**src/sv/wvq_pkg.sv**
```systemverilog
`default_nettype none
// ----------------------------------------------------------------------------
// wvq_pkg
// Shared constants, types and the distance weight table of the weighted
// vector quantizer.
// ----------------------------------------------------------------------------
package wvq_pkg;

    localparam int CB_SIZE   = 8;
    localparam int VEC_DIM   = 12;
    localparam int IDX_W     = (CB_SIZE > 1) ? $clog2(CB_SIZE) : 1;
    localparam int ENTRY_W   = 3;
    localparam int K_W       = 4;
    localparam int VAL_W     = 16;
    localparam int SUM_W     = 48;
    localparam int BEST_W    = 3;
    localparam int CW_DEPTH  = CB_SIZE * VEC_DIM;
    localparam int CW_AW     = $clog2(CW_DEPTH);
    localparam int WGT_W     = 6;
    localparam int SQ_W      = 2 * VAL_W;
    localparam int TERM_W    = SQ_W + WGT_W;

    localparam logic [SUM_W-1:0] SUM_MAX = '1;
    localparam logic             OP_LOAD  = 1'b0;
    localparam logic             OP_QUERY = 1'b1;
    localparam logic [K_W-1:0]   FIRST_K  = '0;
    localparam logic [K_W-1:0]   LAST_K   = K_W'(VEC_DIM - 1);

    typedef enum logic [1:0] {
        ST_IDLE,
        ST_RUN,
        ST_DRAIN
    } state_t;

    typedef struct packed {
        logic             busy;
        logic             launch;
        logic             load_we;
        logic             issue;
        logic [IDX_W-1:0] idx;
    } ctrl_t;

    function automatic logic [WGT_W-1:0] tok_weight(input logic [K_W-1:0] k);
        logic [WGT_W-1:0] w;
        unique case (k)
            4'd0:    w = 6'd1;
            4'd1:    w = 6'd3;
            4'd2:    w = 6'd7;
            4'd3:    w = 6'd13;
            4'd4:    w = 6'd19;
            4'd5:    w = 6'd22;
            4'd6:    w = 6'd25;
            4'd7:    w = 6'd33;
            4'd8:    w = 6'd42;
            4'd9:    w = 6'd50;
            4'd10:   w = 6'd56;
            4'd11:   w = 6'd61;
            default: w = 6'd0;
        endcase
        return w;
    endfunction

endpackage
`default_nettype wire

```
**src/sv/weighted_vector_quantizer.sv**
```systemverilog
`default_nettype none
// ----------------------------------------------------------------------------
// weighted_vector_quantizer
// Nearest-codeword search with a weighted squared distance. Codebook and
// running sums live in two RAMs; a five-stage pipeline reads, accumulates
// and writes back one codeword per cycle and tracks the running minimum.
// ----------------------------------------------------------------------------
// Load beat: written in the accept cycle, busy stays low, next beat at once.
// Query beat: busy while the codewords go one per cycle through the single
//   codebook read port and then the five pipeline stages; the result strobe
//   done follows the query for the last coefficient, high in the cycle busy falls.
// Reset clears control and marks all running sums as zero; the codebook is
// undefined until loaded. No clearing pass. The receiver cannot stall.
module weighted_vector_quantizer (
    input  wire logic        clk,
    input  wire logic        rst_n,
    input  wire logic        start,
    output logic             busy,
    input  wire logic        op,
    input  wire logic [2:0]  entry,
    input  wire logic [3:0]  coeff_index,
    input  wire logic signed [15:0] value,
    output logic             done,
    output logic [2:0]       best_index,
    output logic [47:0]      best_distance
);
    import wvq_pkg::*;

    ctrl_t               ctl;
    logic                drain_done;

    logic [K_W-1:0]      k_reg;
    logic [VAL_W-1:0]    val_reg;

    logic [CW_AW-1:0]    cw_waddr, cw_raddr;
    logic [VAL_W-1:0]    cw_rdata;
    logic [SUM_W-1:0]    sum_rdata;
    logic [CB_SIZE-1:0]  sum_valid_reg;

    logic                s1_valid_reg, s2_valid_reg, s3_valid_reg;
    logic                s4_valid_reg, s5_valid_reg;
    logic [IDX_W-1:0]    s1_idx_reg, s2_idx_reg, s3_idx_reg, s4_idx_reg, s5_idx_reg;
    logic [VAL_W-1:0]    s2_ad_reg;
    logic [SUM_W-1:0]    s2_old_reg, s3_old_reg, s4_old_reg;
    logic [SQ_W-1:0]     s3_sq_reg;
    logic [TERM_W-1:0]   s4_term_reg;
    logic [SUM_W-1:0]    s5_sum_reg;

    logic signed [VAL_W:0] diff;
    logic [VAL_W:0]      diff_abs;
    logic [SUM_W-1:0]    old_sum;
    logic [SUM_W:0]      sum_wide;
    logic [SUM_W-1:0]    sum_sat;

    logic [IDX_W-1:0]    best_idx_reg, best_idx_next;
    logic [SUM_W-1:0]    best_dist_reg, best_dist_next;
    logic                done_reg, done_next;

    wvq_ctrl u_ctrl (
        .clk         (clk),
        .rst_n       (rst_n),
        .start       (start),
        .op          (op),
        .entry       (entry),
        .coeff_index (coeff_index),
        .drain_done  (drain_done),
        .ctl         (ctl)
    );

    assign cw_waddr = CW_AW'(entry) * CW_AW'(VEC_DIM) + CW_AW'(coeff_index);
    assign cw_raddr = CW_AW'(ctl.idx) * CW_AW'(VEC_DIM) + CW_AW'(k_reg);

    wvq_ram #(
        .WIDTH (VAL_W),
        .DEPTH (CW_DEPTH)
    ) u_cw_ram (
        .clk   (clk),
        .we    (ctl.load_we),
        .waddr (cw_waddr),
        .wdata (value),
        .raddr (cw_raddr),
        .rdata (cw_rdata)
    );

    wvq_ram #(
        .WIDTH (SUM_W),
        .DEPTH (CB_SIZE)
    ) u_sum_ram (
        .clk   (clk),
        .we    (s4_valid_reg),
        .waddr (s4_idx_reg),
        .wdata (sum_sat),
        .raddr (ctl.idx),
        .rdata (sum_rdata)
    );

    always_ff @(posedge clk)
    begin
        if (ctl.launch)
        begin
            k_reg   <= coeff_index;
            val_reg <= value;
        end
    end

    // stage 1: RAM data back, difference and magnitude
    always_comb
    begin
        diff     = $signed({cw_rdata[VAL_W-1], cw_rdata})
                   - $signed({val_reg[VAL_W-1], val_reg});
        diff_abs = diff[VAL_W] ? (VAL_W+1)'(-diff) : (VAL_W+1)'(diff);
        // first coefficient restarts the sum; unwritten sums read as zero
        if (k_reg == FIRST_K || !sum_valid_reg[s1_idx_reg])
        begin
            old_sum = '0;
        end
        else
        begin
            old_sum = sum_rdata;
        end
    end

    // stage 4: accumulate with saturation
    always_comb
    begin
        sum_wide = {1'b0, s4_old_reg} + (SUM_W+1)'(s4_term_reg);
        if (sum_wide >= {1'b0, SUM_MAX})
        begin
            sum_sat = SUM_MAX;
        end
        else
        begin
            sum_sat = sum_wide[SUM_W-1:0];
        end
    end

    always_ff @(posedge clk)
    begin
        s1_idx_reg  <= ctl.idx;
        s2_idx_reg  <= s1_idx_reg;
        s2_ad_reg   <= diff_abs[VAL_W-1:0];
        s2_old_reg  <= old_sum;
        s3_idx_reg  <= s2_idx_reg;
        s3_sq_reg   <= s2_ad_reg * s2_ad_reg;
        s3_old_reg  <= s2_old_reg;
        s4_idx_reg  <= s3_idx_reg;
        s4_term_reg <= TERM_W'(s3_sq_reg) * TERM_W'(tok_weight(k_reg));
        s4_old_reg  <= s3_old_reg;
        s5_idx_reg  <= s4_idx_reg;
        s5_sum_reg  <= sum_sat;
    end

    always_ff @(posedge clk or negedge rst_n)
    begin
        if (!rst_n)
        begin
            s1_valid_reg  <= 1'b0;
            s2_valid_reg  <= 1'b0;
            s3_valid_reg  <= 1'b0;
            s4_valid_reg  <= 1'b0;
            s5_valid_reg  <= 1'b0;
            sum_valid_reg <= '0;
            done_reg      <= 1'b0;
        end
        else
        begin
            s1_valid_reg <= ctl.issue;
            s2_valid_reg <= s1_valid_reg;
            s3_valid_reg <= s2_valid_reg;
            s4_valid_reg <= s3_valid_reg;
            s5_valid_reg <= s4_valid_reg;
            if (s4_valid_reg)
            begin
                sum_valid_reg[s4_idx_reg] <= 1'b1;
            end
            done_reg <= done_next;
        end
    end

    // stage 5: running minimum, strict compare keeps the lowest index on ties
    always_comb
    begin
        best_idx_next  = best_idx_reg;
        best_dist_next = best_dist_reg;
        if (s5_valid_reg && (s5_idx_reg == '0 || s5_sum_reg < best_dist_reg))
        begin
            best_idx_next  = s5_idx_reg;
            best_dist_next = s5_sum_reg;
        end
    end

    always_ff @(posedge clk)
    begin
        best_idx_reg  <= best_idx_next;
        best_dist_reg <= best_dist_next;
    end

    assign drain_done = s5_valid_reg && (s5_idx_reg == IDX_W'(CB_SIZE - 1));
    assign done_next  = drain_done && (k_reg == LAST_K);

    assign busy          = ctl.busy;
    assign done          = done_reg;
    assign best_index    = BEST_W'(best_idx_reg);
    assign best_distance = best_dist_reg;

`ifndef SYNTH
    a_done_ends_query: assert property (@(posedge clk) disable iff (!rst_n)
        done |-> $fell(busy))
        else $error("result strobe not aligned with end of query");

    a_pipe_empty_idle: assert property (@(posedge clk) disable iff (!rst_n)
        !busy |-> !(s1_valid_reg || s2_valid_reg || s3_valid_reg
                    || s4_valid_reg || s5_valid_reg))
        else $error("pipeline active while idle");

    a_done_last_coeff: assert property (@(posedge clk) disable iff (!rst_n)
        done |-> (k_reg == LAST_K))
        else $error("result emitted for a coefficient other than the last");

    a_no_load_in_query: assert property (@(posedge clk) disable iff (!rst_n)
        s1_valid_reg |-> !ctl.load_we)
        else $error("codebook written during a query");
`endif

endmodule
`default_nettype wire

```
**src/sv/wvq_ram.sv**
```systemverilog
`default_nettype none
// ----------------------------------------------------------------------------
// wvq_ram
// Generic single-write, single-read RAM with registered read data.
// ----------------------------------------------------------------------------
module wvq_ram #(
    parameter int WIDTH = 16,
    parameter int DEPTH = 96
) (
    input  wire logic                     clk,
    input  wire logic                     we,
    input  wire logic [$clog2(DEPTH)-1:0] waddr,
    input  wire logic [WIDTH-1:0]         wdata,
    input  wire logic [$clog2(DEPTH)-1:0] raddr,
    output logic      [WIDTH-1:0]         rdata
);

    logic [WIDTH-1:0] mem [DEPTH];

    always_ff @(posedge clk)
    begin
        if (we)
        begin
            mem[waddr] <= wdata;
        end
        rdata <= mem[raddr];
    end

endmodule
`default_nettype wire

```
**src/sv/wvq_ctrl.sv**
```systemverilog
`default_nettype none
// ----------------------------------------------------------------------------
// wvq_ctrl
// Command decode and sequencer: walks the codewords one per cycle for a
// query, then waits for the pipeline to drain.
// ----------------------------------------------------------------------------
module wvq_ctrl (
    input  wire logic                  clk,
    input  wire logic                  rst_n,
    input  wire logic                  start,
    input  wire logic                  op,
    input  wire logic [2:0]            entry,
    input  wire logic [3:0]            coeff_index,
    input  wire logic                  drain_done,
    output wvq_pkg::ctrl_t             ctl
);
    import wvq_pkg::*;

    state_t           state_reg, state_next;
    logic [IDX_W-1:0] idx_reg, idx_next;
    logic             accept;
    logic             k_ok;

    always_ff @(posedge clk or negedge rst_n)
    begin
        if (!rst_n)
        begin
            state_reg <= ST_IDLE;
            idx_reg   <= '0;
        end
        else
        begin
            state_reg <= state_next;
            idx_reg   <= idx_next;
        end
    end

    always_comb
    begin
        state_next  = state_reg;
        idx_next    = idx_reg;
        accept      = 1'b0;
        k_ok        = (32'(coeff_index) < VEC_DIM);
        ctl.busy    = 1'b1;
        ctl.launch  = 1'b0;
        ctl.load_we = 1'b0;
        ctl.issue   = 1'b0;
        ctl.idx     = idx_reg;
        unique case (state_reg)
            ST_IDLE:
            begin
                ctl.busy    = 1'b0;
                accept      = start;
                ctl.load_we = accept && (op == OP_LOAD) && k_ok
                              && (32'(entry) < CB_SIZE);
                ctl.launch  = accept && (op == OP_QUERY) && k_ok;
                if (ctl.launch)
                begin
                    state_next = ST_RUN;
                    idx_next   = '0;
                end
            end
            ST_RUN:
            begin
                ctl.issue = 1'b1;
                if (idx_reg == IDX_W'(CB_SIZE - 1))
                begin
                    state_next = ST_DRAIN;
                end
                else
                begin
                    idx_next = idx_reg + 1'b1;
                end
            end
            ST_DRAIN:
            begin
                if (drain_done)
                begin
                    state_next = ST_IDLE;
                end
            end
            default:
            begin
                state_next = ST_IDLE;
            end
        endcase
    end

endmodule
`default_nettype wire
```
**config.mk**
```make
export PLATFORM = sky130hd
export DESIGN_NAME = weighted_vector_quantizer
export DESIGN_NICKNAME = d
export VERILOG_FILES = /design/src/sv/wvq_pkg.sv /design/src/sv/weighted_vector_quantizer.sv /design/src/sv/wvq_ram.sv /design/src/sv/wvq_ctrl.sv
export SDC_FILE = /design/constraint.sdc
export NUM_CORES = 2
export LEC_CHECK = 0
export ABC_AREA = 1
export BUFFER_PORTS_ARGS = -buffer_cell sky130_fd_sc_hd__buf_2
export CELL_PAD_IN_SITES_DETAIL_PLACEMENT = 2
export CELL_PAD_IN_SITES_GLOBAL_PLACEMENT = 2
export CORE_ASPECT_RATIO = 0.5
export CORE_MARGIN = 4
export CORE_UTILIZATION = 44
export DETAILED_ROUTE_END_ITERATION = 8
export MAX_ROUTING_LAYER = met4
export PLACE_DENSITY = 0.78
export SLEW_MARGIN = 40
export SYNTH_ARGS = -nofsm -noshare
export SYNTH_HDL_FRONTEND = slang
export SYNTH_SLANG_ARGS = --single-unit
```
**constraint.sdc**
```tcl
create_clock -name clk -period 7.5 [get_ports clk]
set_input_delay 1.125 -clock clk [delete_from_list [all_inputs] [get_ports clk]]
set_output_delay 1.125 -clock clk [all_outputs]
set_load 0.01 [all_outputs]
```
# ---- After elaboration in Yosys (flattened, before gate mapping)
# Memories as Yosys holds them, arrays and structs flattened. A register that Yosys moved wholly into a read port is not among the register bits.
# Index checks and enable logic that the tools add are counted.
dict set report word_totals {
  memories 3
  ff_bits 383
  wordCells 92
  ram_bits 1920
  mem_bits_ro 96
}
# name depth width read_ports rd_ports_with_merged_regs write_ports line
set memory_table {}
lappend memory_table {u_cw_ram.mem 96 16 1 1 1 wvq_ram.sv:18} ;# logic [WIDTH-1:0] mem [DEPTH];
lappend memory_table {u_sum_ram.mem 8 48 1 1 1 wvq_ram.sv:18}
lappend memory_table {{(name not given)} 16 6 1 1 0 wvq_pkg.sv:45} ;# unique case (k)
dict set report classes {
  mul 4
  n_reduce_logical 17
  bitwise_logic 2
  order_cmp 6
  addsub 6
  n_eq_ne 9
  n_mux 20
}
# operator n
set op_table {}
lappend op_table {{$add 48x38->49} 1}
lappend op_table {{$ge 49x48->1 const B} 1}
lappend op_table {{$lt 48x48->1} 1}
lappend op_table {{$mux 48} 1}
lappend op_table {{$mul 32x6->38} 1}
lappend op_table {{$mul 16x16->32} 1}
lappend op_table {{$sub 16x16->17} 1}
lappend op_table {{$mux 16} 1}
lappend op_table {{$neg 16->16} 1}
lappend op_table {{$add 7x4->7} 2}
lappend op_table {{$mul 3x2->5 const B} 2}
lappend op_table {{$mux 3} 3}
lappend op_table {{$logic_and 1x1->1} 8}
lappend op_table {{$lt 3x4->1 const B} 2}
lappend op_table {{$or 8x8->8} 1}
lappend op_table {{$mux 1} 7}
lappend op_table {{$eq 3x3->1 const B} 2}
lappend op_table {{$mux 2} 3}
lappend op_table {{$pmux 2 s3} 1}
lappend op_table {{$pmux 3 s2} 1}
lappend op_table {{$reduce_and 3->1} 2}
lappend op_table {{$eq 4x4->1 const B} 1}
lappend op_table {{$logic_not 4->1} 1}
lappend op_table {{$lt 4x4->1 const B} 1}
lappend op_table {{15 further kinds} 18}

# ---- Logic depth before layout (Yosys ltp)
dict set report depth {
  ltp_word 6
  mapped_depth 29
  ltp_nobuf 27
}

# ---- Cells and area by module
# A second synthesis with hierarchy kept.
dict set report unflattened {
  hier_cells 10574
  area_unflattened_um2 109975.5
}
# mod area_per_inst_um2 cells_each seq_area_each_um2 n_inst
set by_module_without_submodules {}
lappend by_module_without_submodules {{wvq_ram (u_cw_ram)} 62792.7 5194 46444.5 1}
lappend by_module_without_submodules {weighted_vector_quantizer 29214.3 3619 8448.1 1}
lappend by_module_without_submodules {{wvq_ram (u_sum_ram)} 17670.7 1725 12492.0 1}
lappend by_module_without_submodules {wvq_ctrl 297.8 36 125.1 1}

# ---- Worst setup path before layout
# No wires, ideal clock.
dict set report synth_timing {
  path_kind {register to register}
  from {register best_dist_reg[27] (netlist: best_distance[27])}
  to {register best_dist_reg[0] (netlist: best_distance[0]) (enable)}
  n_path_buf 0
  t_required_ns 6.962
  setup_slack_ns 1.776
  stages_incl_launch_ff 12
  t_arrival_ns 5.186
  cell_sequence {edfxtp_1 inv_1 ha_1 nand2_1 inv_1 nand3_1 a31oi_1 a2111oi_0 nand2_1 a21oi_1 nand2_1 a21boi_0}
}
dict set report synth_between {
  elab_chain_cells 3
}
# item line
set synth_rtl {}
lappend synth_rtl {{start: declaration} weighted_vector_quantizer.sv:56} ;# logic [SUM_W-1:0] best_dist_reg, best_dist_next;
lappend synth_rtl {{start signal: assignment} weighted_vector_quantizer.sv:195} ;# best_dist_reg <= best_dist_next;
lappend synth_rtl {{$lt 48x48->1} weighted_vector_quantizer.sv:185} ;# if (s5_valid_reg && (s5_idx_reg == '0 || s5_sum_reg < best_dist_reg))
lappend synth_rtl {{$logic_or 1x1->1} weighted_vector_quantizer.sv:185}
lappend synth_rtl {{$logic_and 1x1->1} weighted_vector_quantizer.sv:185}
# No other way between the ends.
# A chain may end at the register's enable or synchronous reset.

# ---- Worst setup path in the final report
dict set report layout_timing {
  from {register s2_ad_reg[10]}
  to {register s3_sq_reg[28]}
}
dict set report layout_between {
  elab_chain_cells 1
}
# item line
set layout_rtl {}
lappend layout_rtl {{start: declaration} weighted_vector_quantizer.sv:43} ;# logic [VAL_W-1:0] s2_ad_reg;
lappend layout_rtl {{start signal: assignment} weighted_vector_quantizer.sv:141} ;# s2_ad_reg <= diff_abs[VAL_W-1:0];
lappend layout_rtl {{$mul 16x16->32} weighted_vector_quantizer.sv:144} ;# s3_sq_reg <= s2_ad_reg * s2_ad_reg;
lappend layout_rtl {{end signal: assignment} weighted_vector_quantizer.sv:144}
lappend layout_rtl {{end: declaration} weighted_vector_quantizer.sv:45} ;# logic [SQ_W-1:0] s3_sq_reg;
# No other way between the ends.

==> impl_results.md <==
- Status: completed
- Vias in the first global route: 84.1k
- Clock Path Buffers: 4
- CP Max Fanout: 16
- Synth Area per Inst: 11.5 µm²
- First-pass GRT wire length: between 500000 and 600000 µm
- Clk Latency, worst-skew pair: 0.93 ns
- Gpl congestion: 0.845
- Area grow syn2layout: 10.6%
- CTS tree: built
- Startpoint types: flop
- Skew final: 0.131 ns
- CORE AREA: around 240000 µm²
- Syn Nets: 9714
- Max Fclk: 158 MHz
- Most common flop cell mapped by yosys: edfxtp_1
- Largest net degree at the start of global routing: 187
- Sequential element share of the synthesized area: 64.2%
- Clock tree sinks: 2372
- Minimum clock period: 6.31 ns
- WL per Instance: 31.4 µm
- FF+latch count, synth: 2372
- Fin area: around 120000 µm²
- Placed cells: 12.1k
- Non-Filler Instances: approximately 13k
- Initial antenna violation count: 18
- Commonest non-fill, non-tap cell in the layout: edfxtp_1
- First-pass detailed-route iteration total: 6
- Port Buffers: 79
- Starting Density: 44.4%
- Clk pin slew, worst setup/hold paths: 0.07 ns
- Root Buffer: clkbuf_16
- CTS H-tree lvls: 4
- HP Class: input pin to async pin
- Critical path type: flop to flop
- Max FFs per register: between 1.5k and 2k
- DRC Markers: 0
- Place WS: about 1.1 ns
- Iter 0 DRT Violations: a little over 8k
- DP Area: about 110000 µm²
- WL final: roughly 400000 µm
- Worst Setup End Kind: flop
- Die area: 247000 µm²
- Via density: 6.08
- Die height: 354 µm
- # nets final: 9732
- Slew Limit Fails: 0
- DP HPWL: approximately 230000 µm
- RSZ-0062 raised after global routing: no
- Total negative setup slack: 0 ns
- Final critical-path share of the clock period: 84.2%
- Site Rows: 126
- Worst path required time: 8.25 ns
- Post-route ant nets: 0
- Setup repair bufs after CTS: 0
- Most frequent cells in the layout: 1991 x edfxtp_1, 1538 x nor2_1, 1131 x o21ai_0
- Yosys Warn Count: 0
- Cts hold-fix bufs: 0
- Total GRT Usage: between 30% and 40%
- Post-synth EDFFs: 1991
- Most flop-heavy register: u_cw_ram.mem
- Worst setup margin: ~1.2 ns
- Worst Max-Slew Pin Slew: ~0.94 ns
- Post-Syn Area: 105000 µm²
- Total number of vias: 76.3k
- Ports: 80
- Syn Inst Count: 9134
- Grt ovf: 0
- Rel. slew slack: 37.5%
- Max-cap violation count: 0
- Final hold violation count: 0
- PostCTS Resize Cnt: 0
- Synth cell types: 54
- CP arrival: approximately 7.1 ns
- Top flop regs: u_cw_ram.mem (1536), u_sum_ram.mem (384)
- Final setup vio count: 0
- Die width: approximately 700 µm
- Layout cells sized above 1: 7.05%
- Ys async rst share: 0.801%
- CTS buffer count: about 220
-- final timing paths --
path                                     from                 to  slack (ns)  cells past startpoint
worst min register to register  s2_idx_reg[1]      s3_idx_reg[1]        0.31                      0
worst min-delay path                    rst_n       s5_valid_reg        0.22                      1
worst max register to register  s2_ad_reg[10]      s3_sq_reg[28]        1.19                     20
worst max-delay path            s2_ad_reg[10]      s3_sq_reg[28]        1.19                     20
max in group asynchronous               rst_n  u_ctrl.idx_reg[0]        6.82                      1
min in group clk                s2_idx_reg[1]      s3_idx_reg[1]        0.31                      0
-- critical path: stages (launching register included) --
cell and delay, ns:
dfxtp_1 0.83, nand2_1 0.19, fa_1 0.58, fa_1 0.57
inv_1 0.06, fa_1 0.50, fa_1 0.53, fa_1 0.50
inv_1 0.05, fa_1 0.48, inv_1 0.04, ha_1 0.37
nand2_1 0.10, o211ai_1 0.47, nand2_1 0.13, nand2_1 0.12
a21oi_1 0.11, o21ai_0 0.31, nand2_1 0.12, nand3_1 0.09
nand2_1 0.06
-- layout make-up --
cell class              count  area, µm²
fillers                 23200     120000
flip-flops and latches   2372      67500
multi-input cells        5467      32900
clock buffers             290       5870
well taps                3200       4000
inverters                 818       3100
repair buffers            278       2230
clock inverters           102        758
diodes                     17       42.5
-- per-stage QoR --
stage | utilization [%] | hold slack, ns
after floorplan | - | 0.310
after global placement | 46.3 | 0.310
after detailed placement | 46.3 | 0.314
after CTS | 49.1 | 0.175
after global routing | 49.1 | 0.205
final | 49.1 | 0.218
-- logic make-up (layout without fill, tap and decap cells) --
logic type / Yosys count / count (layout) / synth area share (%)
adder cells (fa/ha/maj): 553 / 553 / 8.61
AO/OA/AOI/OAI: 1939 / 1939 / 10.7
AND/OR/NAND/NOR: 2863 / 2863 / 10.9
other: 2 / 19 / 0.00714
flip-flops: 2372 / 2372 / 64.2
XOR/XNOR: 110 / 110 / 0.916
buffers and inverters: 1295 / 1488 / 4.72
-- routing by layer --
metal	global-route usage, %	up-vias	wire length [µm]
met5	-	-	0
met4	15.0	0	20800
met3	5.03	1020	25200
met2	54.4	3359	197000
met1	37.8	40000	151000
li1	-	31900	-
-- cell usage after synthesis (3+ instances only) --
master,instances,area share (%)
a32oi_1,7,0.058
a211oi_1,4,0.029
a21o_1,9,0.064
nand3_1,267,1.3
xor2_1,71,0.59
buf_6,3,0.032
o31ai_1,8,0.057
a21oi_1,159,0.76
o22ai_1,251,1.5
nand2_1,920,3.3
edfxtp_1,1991,57
o311ai_0,5,0.042
inv_2,4,0.014
dfxtp_1,362,6.9
inv_1,810,2.9
ha_1,268,3.2
xnor2_1,39,0.32
dfrtp_1,19,0.45
nand2_2,7,0.042
buf_1,12,0.043
nand3_2,21,0.20
nor2_1,1552,5.5
or2_2,14,0.083
a21boi_0,4,0.029
o211ai_1,33,0.24
fa_1,285,5.4
nor2_2,7,0.042
a31oi_1,74,0.44
o21ai_0,1134,5.4
nand4_1,28,0.17
clkbuf_1,398,1.4
o21a_1,17,0.12
o221ai_1,213,1.8
nor4_1,3,0.018
o2111ai_1,3,0.025
o21bai_1,6,0.043
nand3b_1,15,0.11
nor3_1,24,0.11
buf_2,64,0.30
clkinv_1,4,0.014
Power is left out: the tool's default activity adds up to more than one toggle a clock period on the data nets, which glitch-free logic cannot reach.
